[src/hw/rtl/dq_pkg.sv]
// shared types and constants of the double-ended queue
package dq_pkg;

  localparam int unsigned DepthDefault     = 64;
  localparam int unsigned DataWidthDefault = 32;
  localparam int unsigned CmdWidth         = 3;
  localparam int unsigned ValueWidth       = 32;
  localparam int unsigned StatusWidth      = 2;
  localparam int unsigned CountWidth       = 7;

  typedef enum logic [CmdWidth-1:0] {
    CMD_PUSH_FRONT = 3'd0,
    CMD_PUSH_BACK  = 3'd1,
    CMD_POP_FRONT  = 3'd2,
    CMD_POP_BACK   = 3'd3,
    CMD_CLEAR      = 3'd4
  } cmd_e;

  typedef enum logic [StatusWidth-1:0] {
    STATUS_OK    = 2'd0,
    STATUS_EMPTY = 2'd1,
    STATUS_FULL  = 2'd2
  } status_e;

  typedef struct packed {
    logic [CmdWidth-1:0]          cmd;
    logic signed [ValueWidth-1:0] item_value;
  } cmd_t;

  typedef struct packed {
    logic signed [ValueWidth-1:0] popped_value;
    logic [StatusWidth-1:0]       status;
    logic [CountWidth-1:0]        entry_count;
    logic                         is_empty;
  } res_t;

  // command held for the cycle in which the store read data comes back
  typedef struct packed {
    logic                   valid;
    logic                   is_pop;
    logic [StatusWidth-1:0] status;
    logic [CountWidth-1:0]  entry_count;
    logic                   is_empty;
  } pend_t;

endpackage

[src/hw/rtl/dq_ctrl.sv]
// front/back index and count keeping, store addressing and result status
module dq_ctrl #(
  parameter int unsigned DEPTH = dq_pkg::DepthDefault
) (
  input  logic                           clk_i,
  input  logic                           rst_ni,
  input  logic                           accept_i,
  input  logic [dq_pkg::CmdWidth-1:0]    cmd_i,
  output logic                           we_o,
  output logic [$clog2(DEPTH)-1:0]       waddr_o,
  output logic                           re_o,
  output logic [$clog2(DEPTH)-1:0]       raddr_o,
  output dq_pkg::pend_t                  pend_o
);
  import dq_pkg::*;

  localparam int unsigned AW = $clog2(DEPTH);
  localparam int unsigned CW = $clog2(DEPTH + 1);

  localparam logic StIdle = 1'b0;
  localparam logic StRead = 1'b1;

  logic          state_q, state_d;
  logic [AW-1:0] front_q, front_d;
  logic [AW-1:0] back_q, back_d;
  logic [CW-1:0] count_q, count_d;
  logic          full, empty;
  logic          we, re, is_pop;
  logic [StatusWidth-1:0] status;
  pend_t         pend_q, pend_d;

  function automatic logic [AW-1:0] idx_next(input logic [AW-1:0] i);
    return (i == AW'(DEPTH - 1)) ? '0 : i + AW'(1);
  endfunction

  function automatic logic [AW-1:0] idx_prev(input logic [AW-1:0] i);
    return (i == '0) ? AW'(DEPTH - 1) : i - AW'(1);
  endfunction

  assign full  = (count_q == CW'(DEPTH));
  assign empty = (count_q == '0);

  always_comb begin
    front_d = front_q;
    back_d  = back_q;
    count_d = count_q;
    we      = 1'b0;
    re      = 1'b0;
    is_pop  = 1'b0;
    waddr_o = back_q;
    raddr_o = front_q;
    status  = STATUS_OK;
    case (cmd_i)
      CMD_PUSH_FRONT: begin
        if (full) begin
          status = STATUS_FULL;
        end else begin
          front_d = idx_prev(front_q);
          waddr_o = idx_prev(front_q);
          we      = 1'b1;
          count_d = count_q + CW'(1);
        end
      end
      CMD_PUSH_BACK: begin
        if (full) begin
          status = STATUS_FULL;
        end else begin
          waddr_o = back_q;
          back_d  = idx_next(back_q);
          we      = 1'b1;
          count_d = count_q + CW'(1);
        end
      end
      CMD_POP_FRONT: begin
        if (empty) begin
          status = STATUS_EMPTY;
        end else begin
          raddr_o = front_q;
          front_d = idx_next(front_q);
          re      = 1'b1;
          is_pop  = 1'b1;
          count_d = count_q - CW'(1);
        end
      end
      CMD_POP_BACK: begin
        if (empty) begin
          status = STATUS_EMPTY;
        end else begin
          raddr_o = idx_prev(back_q);
          back_d  = idx_prev(back_q);
          re      = 1'b1;
          is_pop  = 1'b1;
          count_d = count_q - CW'(1);
        end
      end
      CMD_CLEAR: begin
        front_d = '0;
        back_d  = '0;
        count_d = '0;
      end
      default: begin
      end
    endcase
  end

  assign we_o = accept_i & we;
  assign re_o = accept_i & re;

  assign state_d = accept_i ? StRead : StIdle;

  always_comb begin
    pend_d             = pend_q;
    pend_d.valid       = (state_d == StRead);
    if (accept_i) begin
      pend_d.is_pop      = is_pop;
      pend_d.status      = status;
      pend_d.entry_count = CountWidth'(count_d);
      pend_d.is_empty    = (count_d == '0);
    end
  end

  always_ff @(posedge clk_i or negedge rst_ni) begin
    if (!rst_ni) begin
      state_q <= StIdle;
      front_q <= '0;
      back_q  <= '0;
      count_q <= '0;
      pend_q  <= '0;
    end else begin
      state_q <= state_d;
      pend_q  <= pend_d;
      if (accept_i) begin
        front_q <= front_d;
        back_q  <= back_d;
        count_q <= count_d;
      end
    end
  end

  assign pend_o = pend_q;

  // count never exceeds the store depth
  assert property (@(posedge clk_i) disable iff (!rst_ni)
    count_q <= CW'(DEPTH))
    else $error("entry count above depth");

  // one command at a time: no transfer while a read is outstanding
  assert property (@(posedge clk_i) disable iff (!rst_ni)
    (state_q == StRead) |-> !accept_i)
    else $error("command taken during read cycle");

  // a refused push leaves the count unchanged
  assert property (@(posedge clk_i) disable iff (!rst_ni)
    (accept_i && status == STATUS_FULL) |=> $stable(count_q))
    else $error("count changed on refused push");

endmodule

[config.mk]
export PLATFORM = sky130hd
export DESIGN_NAME = dq_ctrl
export DESIGN_NICKNAME = d
export VERILOG_FILES = /design/src/hw/rtl/dq_pkg.sv /design/src/hw/rtl/dq_ctrl.sv
export SDC_FILE = /design/constraint.sdc
export NUM_CORES = 1
export LEC_CHECK = 0
export ABC_AREA = 0
export BUFFER_PORTS_ARGS = -buffer_cell sky130_fd_sc_hd__buf_2
export CAP_MARGIN = 20
export CORE_ASPECT_RATIO = 2
export CORE_MARGIN = 2
export CORE_UTILIZATION = 35
export CTS_CLUSTER_SIZE = 12
export DETAILED_ROUTE_END_ITERATION = 7
export PLACE_DENSITY_LB_ADDON = 0.2
export SLEW_MARGIN = 30
export SYNTH_ARGS = -nofsm -noshare
export SYNTH_HDL_FRONTEND = slang
export SYNTH_SLANG_ARGS = --single-unit
export TNS_END_PERCENT = 100
[constraint.sdc]
create_clock -name clk_i -period 4 [get_ports clk_i]
set_clock_uncertainty 0.15 [all_clocks]
set_input_delay 0.8 -clock clk_i [delete_from_list [all_inputs] [get_ports clk_i]]
set_output_delay 0.8 -clock clk_i [all_outputs]
set_load 0.05 [all_outputs]
Yosys cells after proc, flatten, opt, wreduce, memory -nomap -nowiden
Cells that the tools add are included.
{"block": "classes", "n_addsub": 6, "n_eq_ne": 11, "mux": 25, "bitwise_logic": 2, "reduce_logical": 11}
{"op": "two-way mux 6 bit", "n": 12}
{"op": "one-hot mux 6 bit (3 select lines)", "n": 2}
{"op": "one-hot mux 7 bit (3 select lines)", "n": 1}
{"op": "zero test 7 bit", "n": 2}
{"op": "two-way mux 7 bit", "n": 2}
{"op": "adder 6 x 1 -> 6 bit, second input constant", "n": 2}
{"op": "equality test 6 bit, second input constant", "n": 2}
{"op": "zero test 6 bit", "n": 2}
{"op": "subtractor 6 x 1 -> 6 bit, second input constant", "n": 2}
{"op": "!= test 2 bit, second input constant", "n": 4}
{"op": "AND reduction 4 bit", "n": 2}
{"op": "adder 7 x 1 -> 7 bit, second input constant", "n": 1}
{"op": "equality test 7 bit, second input constant", "n": 1}
{"op": "subtractor 7 x 1 -> 7 bit, second input constant", "n": 1}
{"op": "equality test 3 x 2 -> 1 bit, second input constant", "n": 2}
{"op": "two-way mux 1 bit", "n": 6}
{"op": "nonzero test 3 bit", "n": 2}
{"op": "one-hot mux 2 bit (2 select lines)", "n": 1}
{"op": "OR reduction 2 bit", "n": 2}
{"op": "equality test 3 x 1 -> 1 bit, second input constant", "n": 1}
{"op": "equality test 3 bit, second input constant", "n": 1}
{"op": "zero test 3 bit", "n": 1}
{"op": "AND 1 bit", "n": 2}
{"op": "two-way mux 2 bit", "n": 1}
{"block": "word_totals", "reg_bits": 24, "in_bits": 6, "out_inout_bits": 26, "word_cells": 62}

Depth between registers and ports, before layout
Gate-level depths: netlist of run 1.
{"block": "depth", "depth_word": 4, "depth_mapped": 9, "ltp_nobuf": 7}

Worst setup path after synthesis of run 1
OpenSTA, ideal clock, no wires.
{"block": "synth_path", "path_type": "flip-flop to output port", "from": "reg, netlist name pend_o[1]", "to": "out waddr_o[5]", "arrival_ns": 3.200, "t_required_ns": 3.050, "path_slack_ns": -0.150, "stages_incl_launch_ff": 9, "path_buffers": 2, "cell_sequence": "dfrtp_1 clkbuf_1 inv_1 ha_1 nor4b_4 nand3_1 and3_2 clkbuf_1 o21ai_0"}
{"element": "to (decl)", "line": "dq_ctrl.sv:10", "rtl": "output logic [$clog2(DEPTH)-1:0] waddr_o,"}

Worst setup path in the final report of run 1
{"block": "layout_path", "from": "reg front_q[0]", "to": "out waddr_o[3]"}
{"block": "layout_via", "elab_chain_len": 4, "elab_cells_between_ends": 5, "cone_classes": "add/sub (1); mux (3); reduce/logical (1)"}
{"element": "from (decl)", "line": "dq_ctrl.sv:24", "rtl": "logic [AW-1:0] front_q, front_d;"}
{"element": "from (signal assigned)", "line": "dq_ctrl.sv:133", "rtl": "front_q <= front_d;"}
{"element": "subtractor 6 x 1 -> 6 bit or zero test 6 bit (tied branches)", "line": "dq_ctrl.sv:37", "rtl": "return (i == '0) ? AW'(DEPTH - 1) : i - AW'(1);"}
{"element": "two-way mux 6 bit (*)", "line": "dq_ctrl.sv:37"}
{"element": "two-way mux 6 bit (*)", "line": "dq_ctrl.sv:55", "rtl": "if (full) begin"}
{"element": "two-way mux 6 bit (*)"}
Every way passes the cells marked *; elsewhere a longest branch is shown, timed or not.

==> summary.md, run 1 <==
| Metric | Value |
|---|---|
| VDD IR max | `0.000334 V` |
| GRT met3 Usage | `0.0202` |
| Maximum clock frequency | `283 MHz` |
| Number of global-route vias before repair | `2140` |
| Pleak | `1.08 nW` |
| Detailed Place HPWL | `4910 um` |
| Fin crit share | `0.885` |
| Slew @ Worst Pin | `around 740 ps` |
| Post-synth top area cell | `dfrtp_1` |
| Clock transition at path regs | `roughly 70 ps` |
| Slew HR | `0.501` |
| Hold crit path type | `reg2reg` |
| CP required | `3050 ps` |
| # fillers | `about 620` |
| CP Capture Type | `output port` |
| Pwr Density | `822 nW/um2` |
| Synth Area per Inst | `7.83 um2` |
| Critical path's largest stage delay | `about 470 ps` |
| Final Cell Area | `between 2000 and 2500 um2` |
| Avg WL per Cell | `approximately 18 um` |
| Status | `complete, no violations` |
| Total Nets Final | `310` |
| Vias/cell | `about 6` |
| Critical path's top delay family | `simple AND/OR/NAND/NOR gates` |
| Die Width | `59.5 um` |
| #FFs+latches synth | `24` |
| Met2 Use GR | `0.366` |
| WS Path Type | `reg2out` |
| Max-slew violation count | `0` |
| Initial DRT Pass Iterations | `4` |
| GR Overflow Total | `0` |
| Dpl cells | `about 360` |
| DRC | `0` |
| PostCTS Resize Cnt | `0` |
| CTS tree | `built` |
| Share of the synthesized area in the top cell type | `0.279` |
| Top Usage Layer GRT | `met2` |
| RSZ-0062 raised after global routing | `no` |
| Setup TNS | `0 ps` |
| Post-synthesis cell count | `275` |
| Ys flop type | `dfrtp_1` |
| Clock Sinks | `24` |
| Commonest non-fill, non-tap cells in the layout | `31 x buf_2, 26 x nor2_1, 24 x nand2_1, 24 x dfrtp_1, 22 x a21oi_1` |
| Critical path arrival | `about 2600 ps` |
| Slowest cell on crit path | `or3b_1` |
| Core Region | `5960 um2` |
| Asr flop ratio synth | `1.00` |
| Global placement routability congestion | `0.872` |
| Full die area | `approximately 6800 um2` |
| ANT cells | `0` |
| Max-cap violations | `0` |
| Vias | `2194` |
| Htree depth | `1` |
| I/O pin count | `32` |
| Post-Syn Area | `around 2200 um2` |
| First-pass GRT wire length | `10600 um` |
| # port buffers | `31` |
| Iter 0 DRT Violations | `138` |
| Site Rows | `40` |
| Antenna Nets Post-Route | `0` |
| Clock root buffer | `clkbuf_16` |
| Commonest non-fill, non-tap cell in the layout | `buf_2` |
| Initial core utilization | `0.362` |
| Post-CTS Hold Fix Bufs | `0` |
| Final hold vios | `0` |
| Largest net degree at the start of global routing | `25` |
| Main area contributors after synthesis | `dfrtp_1 28%, a21oi_1 5.1%, o21ai_0 4.6%` |
| Placed Area | `2320 um2` |
| Post CTS Setup Buffer Count | `0` |
| CP Launch Type | `flip-flop` |
| CTS buffer count | `3` |
| Tot GR Track Use | `0.202` |
| Initial antenna violation count | `0` |
| Synth unique cells | `63` |
| Final Core Density | `0.407` |
| Sequential-to-total area share from yosys stat | `0.279` |
| Final setup viols | `0` |
| CP Buf/Inv Count | `2` |
| Die outline height | `115 um` |
| Post-synth EDFFs | `0` |
| Worst-path fanout max | `8` |
| YS warnings | `0` |
| Min Tclk post-route | `3540 ps` |
| Worst skew pair latency | `260 ps` |
| Final WL | `about 6500 um` |
| Layout cell share with drive strength beyond 1 | `0.205` |
| Crit-path cells | `inv_1 > ha_1 > or3b_1 > or3_1 > and3_1 > a21oi_1 > buf_2` |
| Post-synthesis net count | `287` |
| CTS max path bufs | `2` |
| GR Layer Usage met1 | `0.220` |
| Non-Filler Instances | `360` |
| Synthesis-to-finish area growth | `12.6%` |
==> worst reg2reg max path: stages, from the launching register on <==
cell and delay [ps]:
dfrtp_1 380, inv_1 100, ha_1 260, nor4b_4 490, nand3_1 220, buf_4 210, a221oi_2 340, o2111ai_1 180
o41ai_2 340
==> per-layer routing <==
metal	routed length (um)	vias up
li1	-	1052
met1	2500	1056
met2	3490	63
met4	263	0
met5	0	-
met3	200	23
==> synthesized netlist by cell type, drive strengths merged (3+ instances only) <==
cell	count
a211o	3
a211oi	4
a21o	3
a21oi	22
a221oi	3
a22oi	4
a31oi	5
and3	8
buf	4
clkbuf	14
dfrtp	24
ha	6
inv	16
mux2i	3
nand2	25
nand2b	5
nand3	10
nor2	26
nor3	9
o21ai	25
o22ai	5
o31ai	5
xnor2	4
==> per-stage QoR <==
stage / power, mW / setup WS (ps) / hold WS [ps]
5_1_grt: 2.13 / 270 / 351
3_3_place_gp: 1.69 / 651 / 310
3_5_place_dp: 1.70 / 591 / 317
2_1_floorplan: 1.42 / 51.5 / 354
6_report: 2.00 / 460 / 332
4_1_cts: 2.00 / 445 / 334
==> where the power goes <==
group | leakage [nW] | switching [mW] | total [mW] | internal, mW
logic | 0.725 | 0.801 | 1.19 | 0.387
clock network | 0.0511 | 0.0969 | 0.296 | 0.199
registers | 0.303 | 0.181 | 0.511 | 0.330
==> sequential cells by signal, indices dropped and copies added (netlist names) <==
signal   flops
pend_o      12
front_q      6
back_q       6
==> final timing paths <==
path	from	slack (ps)	cells after the start	end
setup reg to reg	pend_o[2]$_DFFE_PN0P_	1240	8	pend_o[0]$_DFFE_PN0P_
hold reg to reg	pend_o[10]$_DFFE_PN0P_	330	1	pend_o[10]$_DFFE_PN0P_
setup / recovery	front_q[0]$_DFFE_PN0P_	460	7	waddr_o[3]
min in group asynchronous	rst_ni	380	1	pend_o[10]$_DFFE_PN0P_
max in group asynchronous	rst_ni	2910	1	back_q[0]$_DFFE_PN0P_
hold / removal	pend_o[10]$_DFFE_PN0P_	330	1	pend_o[10]$_DFFE_PN0P_
==> cell type report <==
class,count,area [um2],share of cell area
Clock buffer,3,75.1,0.0309
Inverter,17,63.8,0.0263
Sequential cell,24,601,0.248
Timing Repair Buffer,36,193,0.0794
Multi-Input combinational cell,216,1390,0.571
Tap cell,63,78.8,0.0325
Clock inverter,1,30.0,0.0124
==> cell families (layout without fill, tap and decap cells) <==
kind of cell | after synthesis | after routing | synth area share
XOR/XNOR | 6 | 6 | 0.0244
AO/OA/AOI/OAI | 97 | 97 | 0.312
adder cells (fa/ha/maj) | 6 | 6 | 0.0348
flip-flops | 24 | 24 | 0.279
AND/OR/NAND/NOR | 102 | 102 | 0.247
multiplexers | 5 | 5 | 0.0244
buffers and inverters | 35 | 57 | 0.0784
No activity file was read; power rests on OpenSTA's default activity.
==> run 2: changes to the inputs <==
Settings changed: CTS_BUF_LIST set to sky130_fd_sc_hd__clkbuf_8.
==> run 2 against run 1 <==
  * Sequential cell count stayed put
  * Combinational power hardly changed
  * Critical endpoint unchanged
  * Sequential power hardly changed
  * Final cell count stayed put
  * Clock power is 24% lower
  * Largest cell class unchanged
  * Total power is 3.7% lower
==> summary.md, run 2 (synthesis gave the netlist of run 1 again) <==
| Metric | Value |
|---|---|
| Number of global-route vias before repair | `2122` |
| Pleak | `roughly 1.1 nW` |
| CP Launch Type | `flip-flop` |
| Global placement routability congestion | `0.872` |
| Post-CTS Hold Fix Bufs | `0` |
| Setup TNS | `0 ps` |
| Final setup viols | `0` |
| Clock Sinks | `24` |
| Full die area | `about 7000 um2` |
| Initial antenna violation count | `0` |
| CTS buffer count | `3` |
| Site Rows | `40` |
| Post CTS Setup Buffer Count | `0` |
| CP required | `3050 ps` |
| Tot GR Track Use | `0.200` |
| VDD IR max | `slightly below 0.0003 V` |
| Slew HR | `0.507` |
| CP Capture Type | `output port` |
| Maximum clock frequency | `280 MHz` |
| I/O pin count | `32` |
| Critical path arrival | `2620 ps` |
| RSZ-0062 raised after global routing | `no` |
| Slew @ Worst Pin | `735 ps` |
| Synthesis-to-finish area growth | `11.0%` |
| Avg WL per Cell | `between 15 and 20 um` |
| # fillers | `626` |
| Largest register FFs | `12` |
| Worst-path fanout max | `8` |
| Htree depth | `1` |
| Final hold vios | `0` |
| Fin crit share | `0.892` |
| Clock root buffer | `clkbuf_8` |
| Min Tclk post-route | `3570 ps` |
| Final WL | `6440 um` |
| Iter 0 DRT Violations | `approximately 110` |
| GR Overflow Total | `0` |
| Commonest non-fill, non-tap cells in the layout | `31 x buf_2, 26 x nor2_1, 24 x nand2_1, 24 x dfrtp_1, 22 x a21oi_1` |
| Antenna Nets Post-Route | `0` |
| Die outline height | `115 um` |
| Vias/cell | `roughly 6.0` |
| Initial DRT Pass Iterations | `4` |
| Reg area | `601 um2` |
| Total Nets Final | `just over 300` |
| PostCTS Resize Cnt | `0` |
| Worst skew pair latency | `280 ps` |
| Die Width | `between 50 and 60 um` |
| Vias | `~2200` |
| Final Core Density | `0.402` |
| WS Path Type | `reg2out` |
| DRC | `0` |
| Detailed Place HPWL | `4910 um` |
| Layout cell share with drive strength beyond 1 | `0.205` |
| Initial core utilization | `0.362` |
| Status | `complete, no violations` |
| ANT cells | `0` |
| # port buffers | `31` |
| Max-cap violations | `0` |
| Clock transition at path regs | `100 ps` |
| Max-slew violation count | `0` |
| Core Region | `5960 um2` |
| Pwr Density | `803 nW/um2` |
| CTS tree | `built` |
| First-pass GRT wire length | `10600 um` |
| Hold crit path type | `reg2reg` |
| CTS max path bufs | `2` |
| Area of the multi-input gates | `1390 um2` |
| Largest net degree at the start of global routing | `25` |
| Commonest non-fill, non-tap cell in the layout | `buf_2` |
run 2: cell counts in the layout (fill, tap and decap cells not counted):
No cell type changed its count.
run 2: area by class of cell:
class,count,area share
clock inverters,1,0.0126
well taps,63,0.0329
repair buffers,36,0.0805
inverters,17,0.0267
flip-flops and latches,24,0.251
multi-input cells,216,0.579
clock buffers,3,0.0173
run 2: path summary, 6_finish.rpt:
path                                   startpoint                     end  slack, ps  cells past startpoint
min in group asynchronous                  rst_ni  pend_o[10]$_DFFE_PN0P_        360                      1
hold reg to reg            pend_o[10]$_DFFE_PN0P_  pend_o[10]$_DFFE_PN0P_        340                      1
setup / recovery           front_q[0]$_DFFE_PN0P_              waddr_o[3]        430                      7
max in group asynchronous                  rst_ni   back_q[0]$_DFFE_PN0P_       2940                      1
hold / removal             pend_o[10]$_DFFE_PN0P_  pend_o[10]$_DFFE_PN0P_        340                      1
setup reg to reg            pend_o[2]$_DFFE_PN0P_   pend_o[0]$_DFFE_PN0P_       1240                      8
run 2: metal layers:
metal	share of wire	global-route usage	vias up	wire [um]
met4	0.035	0.100	0	228
li1	-	-	1052	-
met1	0.39	0.219	1048	2500
met2	0.54	0.367	55	3500
met5	0	0	-	0
met3	0.032	0.0135	18	206
run 2: where the power goes:
part           total (mW)  switching [mW]  internal [mW]  leakage, nW
clock               0.224          0.0899          0.134       0.0357
sequential          0.512           0.183          0.329        0.303
combinational        1.19           0.799          0.387        0.725
run 2: critical path: stages, from the launching register on:
cell and delay, ps:
dfrtp_1 470, inv_1 120, ha_1 240, or3b_1 470, or3_1 400, and3_1 210
a21oi_1 140, buf_2 270
run 2: per-stage QoR:
step | std cells | hold WS [ps] | instance area (um2) | power [mW] | setup WS [ps]
2_1_floorplan | 275 | 354 | 2150 | 1.42 | 51.5
3_3_place_gp | 356 | 310 | 2320 | 1.69 | 651
3_5_place_dp | 356 | 317 | 2320 | 1.70 | 591
4_1_cts | 360 | 341 | 2390 | 1.93 | 418
5_1_grt | 360 | 360 | 2390 | 2.06 | 246
6_report | 360 | 337 | 2390 | 1.92 | 433
==> run 3: changes to the inputs <==
Settings changed: ABC_AREA 0 to 1.
==> run 3 against run 2 <==
  * Setup slack better by 360 ps
  * Worst hold slack better by 6.3 ps
  * Register-to-register slack better by 470 ps
  * Sequential power down 9.2%
  * Combinational power about the same
  * Critical path depth up 3
  * Design area up 1.2%
==> summary.md, run 3 <==
| Metric | Value |
|---|---|
| Status | `complete, no violations` |
| Tot GR Track Use | `0.212` |
| Crit Reg-Reg Startpoint | `pend_o[1]$_DFFE_PN0P_` |
| Share of the synthesized area in the top cell type | `0.277` |
| Site Rows | `40` |
| YS warnings | `0` |
| I/O pin count | `32` |
| Post-CTS Hold Fix Bufs | `0` |
| Post-synth top area cell | `dfrtp_1` |
| Dpl cells | `418` |
| Final setup viols | `0` |
| Pwr Density | `785 nW/um2` |
| Antenna Nets Post-Route | `0` |
| Full die area | `6870 um2` |
| Slew HR | `0.607` |
| # port buffers | `31` |
| Critical path's top delay family | `simple AND/OR/NAND/NOR gates` |
| Die Width | `59.6 um` |
| Clk pwr share | `0.118` |
| Asr flop ratio synth | `1.00` |
| Post-Syn Area | `2160 um2` |
| First-pass GRT wire length | `10800 um` |
| Pleak | `1.25 nW` |
| Largest register FFs | `12` |
| DRC | `0` |
| Crit Reg-Reg Endpoint | `front_q[3]$_DFFE_PN0P_` |
| VDD IR max | `0.000313 V` |
| Layout cell share with drive strength beyond 1 | `0.228` |
| Most frequent cell after synthesis | `nand2_1` |
| Worst-path fanout max | `9` |
| Cell internal pwr | `~800 uW` |
| R2r setup slk | `between 1500 and 2000 ps` |
| WS Path Type | `reg2out` |
| Number of global-route vias before repair | `roughly 2300` |
| Critical path's largest stage delay | `between 400 and 500 ps` |
| RSZ-0062 raised after global routing | `no` |
| Htree depth | `1` |
| Clock transition at path regs | `100 ps` |
| CP Capture Type | `output port` |
| Post CTS Setup Buffer Count | `0` |
| Final hold vios | `0` |
| Initial antenna violation count | `0` |
| Initial core utilization | `0.360` |
| Hold crit path type | `reg2reg` |
| PostCTS Resize Cnt | `0` |
| Largest net degree at the start of global routing | `25` |
| Synth top cells by count | `98 x nand2_1, 29 x inv_1, 27 x nand3_1, 27 x nor2_1, 24 x dfrtp_1` |
| Setup TNS | `0 ps` |
| Vias/cell | `5.34` |
| Non-Filler Instances | `422` |
| Initial DRT Pass Iterations | `5` |
| Hold Crit Depth | `2` |
| Commonest non-fill, non-tap cells in the layout | `98 x nand2_1, 31 x buf_2, 29 x inv_1, 27 x nand3_1, 27 x nor2_1` |
| Min Tclk post-route | `3200 ps` |
| Final WL | `6460 um` |
| Synthesis-to-finish area growth | `11.8%` |
| Fin crit share | `0.801` |
| P_sw | `about 1.1 mW` |
| Main area contributors after synthesis | `dfrtp_1 28%, nand2_1 17%, nand3_1 6.2%` |
| Post-synthesis cell count | `330` |
| Critical path arrival | `2250 ps` |
| Clock Sinks | `24` |
| CTS tree | `built` |
| Slowest cell on crit path | `dfrtp_1` |
| CTS max path bufs | `2` |
| Detailed Place HPWL | `5220 um` |
| #FFs+latches synth | `24` |
| Post-synth EDFFs | `0` |
| Reg2Reg Depth | `10` |
| Critical hold path startpoint | `pend_o[0]$_DFFE_PN0P_` |
| Max-slew violation count | `0` |
| Ys flop type | `dfrtp_1` |
| Max-cap violations | `0` |
| Post-synthesis net count | `342` |
| Sequential-to-total area share from yosys stat | `0.277` |
| Crit-path cells | `inv_1 > ha_1 > nand2_1 > nor2_4 > nand2_2 > nand2_2 > nor2_4 > inv_2 > o21ai_1 > buf_2` |
| Slew @ Worst Pin | `590 ps` |
| Iter 0 DRT Violations | `108` |
| CP Buf/Inv Count | `3` |
| CTS buffer count | `3` |
| CP required | `3050 ps` |
| Comb pwr share | `0.638` |
| Maximum clock frequency | `approximately 310 MHz` |
| Total Nets Final | `about 370` |
| Core Region | `6010 um2` |
| Worst skew pair latency | `between 200 and 300 ps` |
| Clock root buffer | `clkbuf_8` |
| Avg WL per Cell | `approximately 15 um` |
| GR Overflow Total | `0` |
| Switching fraction of total power | `0.581` |
| Commonest non-fill, non-tap cell in the layout | `nand2_1` |
| Synth Area per Inst | `6.56 um2` |
| Die outline height | `115 um` |
| Global placement routability congestion | `0.901` |
| Vias | `around 2300` |
| ANT cells | `0` |
| Hold EP | `pend_o[0]$_DFFE_PN0P_` |
| Synth unique cells | `31` |
| CP Launch Type | `flip-flop` |
| Flop pwr share | `0.245` |
==> run 3: worst max-delay path by stage <==
stage | from | endpoint | slack, ps | depth (start not counted)
after floorplan | pend_o[1]$_DFFE_PN0P_ | waddr_o[0] | 430 | 8
after global placement | cmd_i[1] | waddr_o[5] | 1100 | 8
after detailed placement | cmd_i[1] | waddr_o[1] | 1070 | 8
after CTS | pend_o[1]$_DFFE_PN0P_ | waddr_o[1] | 780 | 11
after global routing | pend_o[1]$_DFFE_PN0P_ | waddr_o[4] | 620 | 10
final | pend_o[1]$_DFFE_PN0P_ | waddr_o[5] | 800 | 10
==> run 3: cell type report <==
| class | instances | area [um2] |
|---|---|---|
| timing repair buffer | 32 | 163 |
| clock buffer | 3 | 41.3 |
| tap | 63 | 78.8 |
| sequential | 24 | 601 |
| inverter | 40 | 150 |
| fill | 659 | 3580 |
| clock inverter | 1 | 30.0 |
| multi-input combinational | 259 | 1360 |
==> run 3: power by group through the flow <==
stage / Clock (mW) / Combinational [mW] / Sequential [mW]
after CTS: 0.232 / 1.22 / 0.463
after global routing: 0.242 / 1.35 / 0.480
after global placement: 0 / 1.21 / 0.467
final: 0.223 / 1.21 / 0.465
after floorplan: 0 / 0.904 / 0.502
after detailed placement: 0 / 1.21 / 0.468
==> run 3: kinds of logic (layout without fill, tap and decap cells) <==
family | Yosys count | count (layout) | synth area share
XOR/XNOR | 6 | 6 | 0.0243
adder cells (fa/ha/maj) | 6 | 6 | 0.0347
AND/OR/NAND/NOR | 189 | 189 | 0.412
flip-flops | 24 | 24 | 0.277
buffers and inverters | 47 | 76 | 0.0954
AO/OA/AOI/OAI | 58 | 58 | 0.156
==> run 3: worst min-delay path, stage by stage (launching register included) <==
cell and delay (ps):
dfrtp_1 360, nand2_1 60, nand2_1 60
==> run 3: routing by layer <==
layer  GRT usage  up-vias  wire length (um)
li1            -     1138                 -
met1       0.205     1024              2270
met2       0.391       65              3620
met3      0.0191       25               176
met4       0.159        0               398
met5           0        -                 0
==> run 3: per-stage QoR <==
stage	setup slack [ps]	power [mW]	cell area, um2	utilization	hold WS (ps)
2_1_floorplan	428	1.41	2160	-	354
3_3_place_gp	1100	1.67	2350	0.391	318
3_5_place_dp	1070	1.68	2350	0.391	326
4_1_cts	778	1.91	2420	0.403	352
5_1_grt	621	2.07	2420	0.403	375
6_report	798	1.90	2420	0.403	343
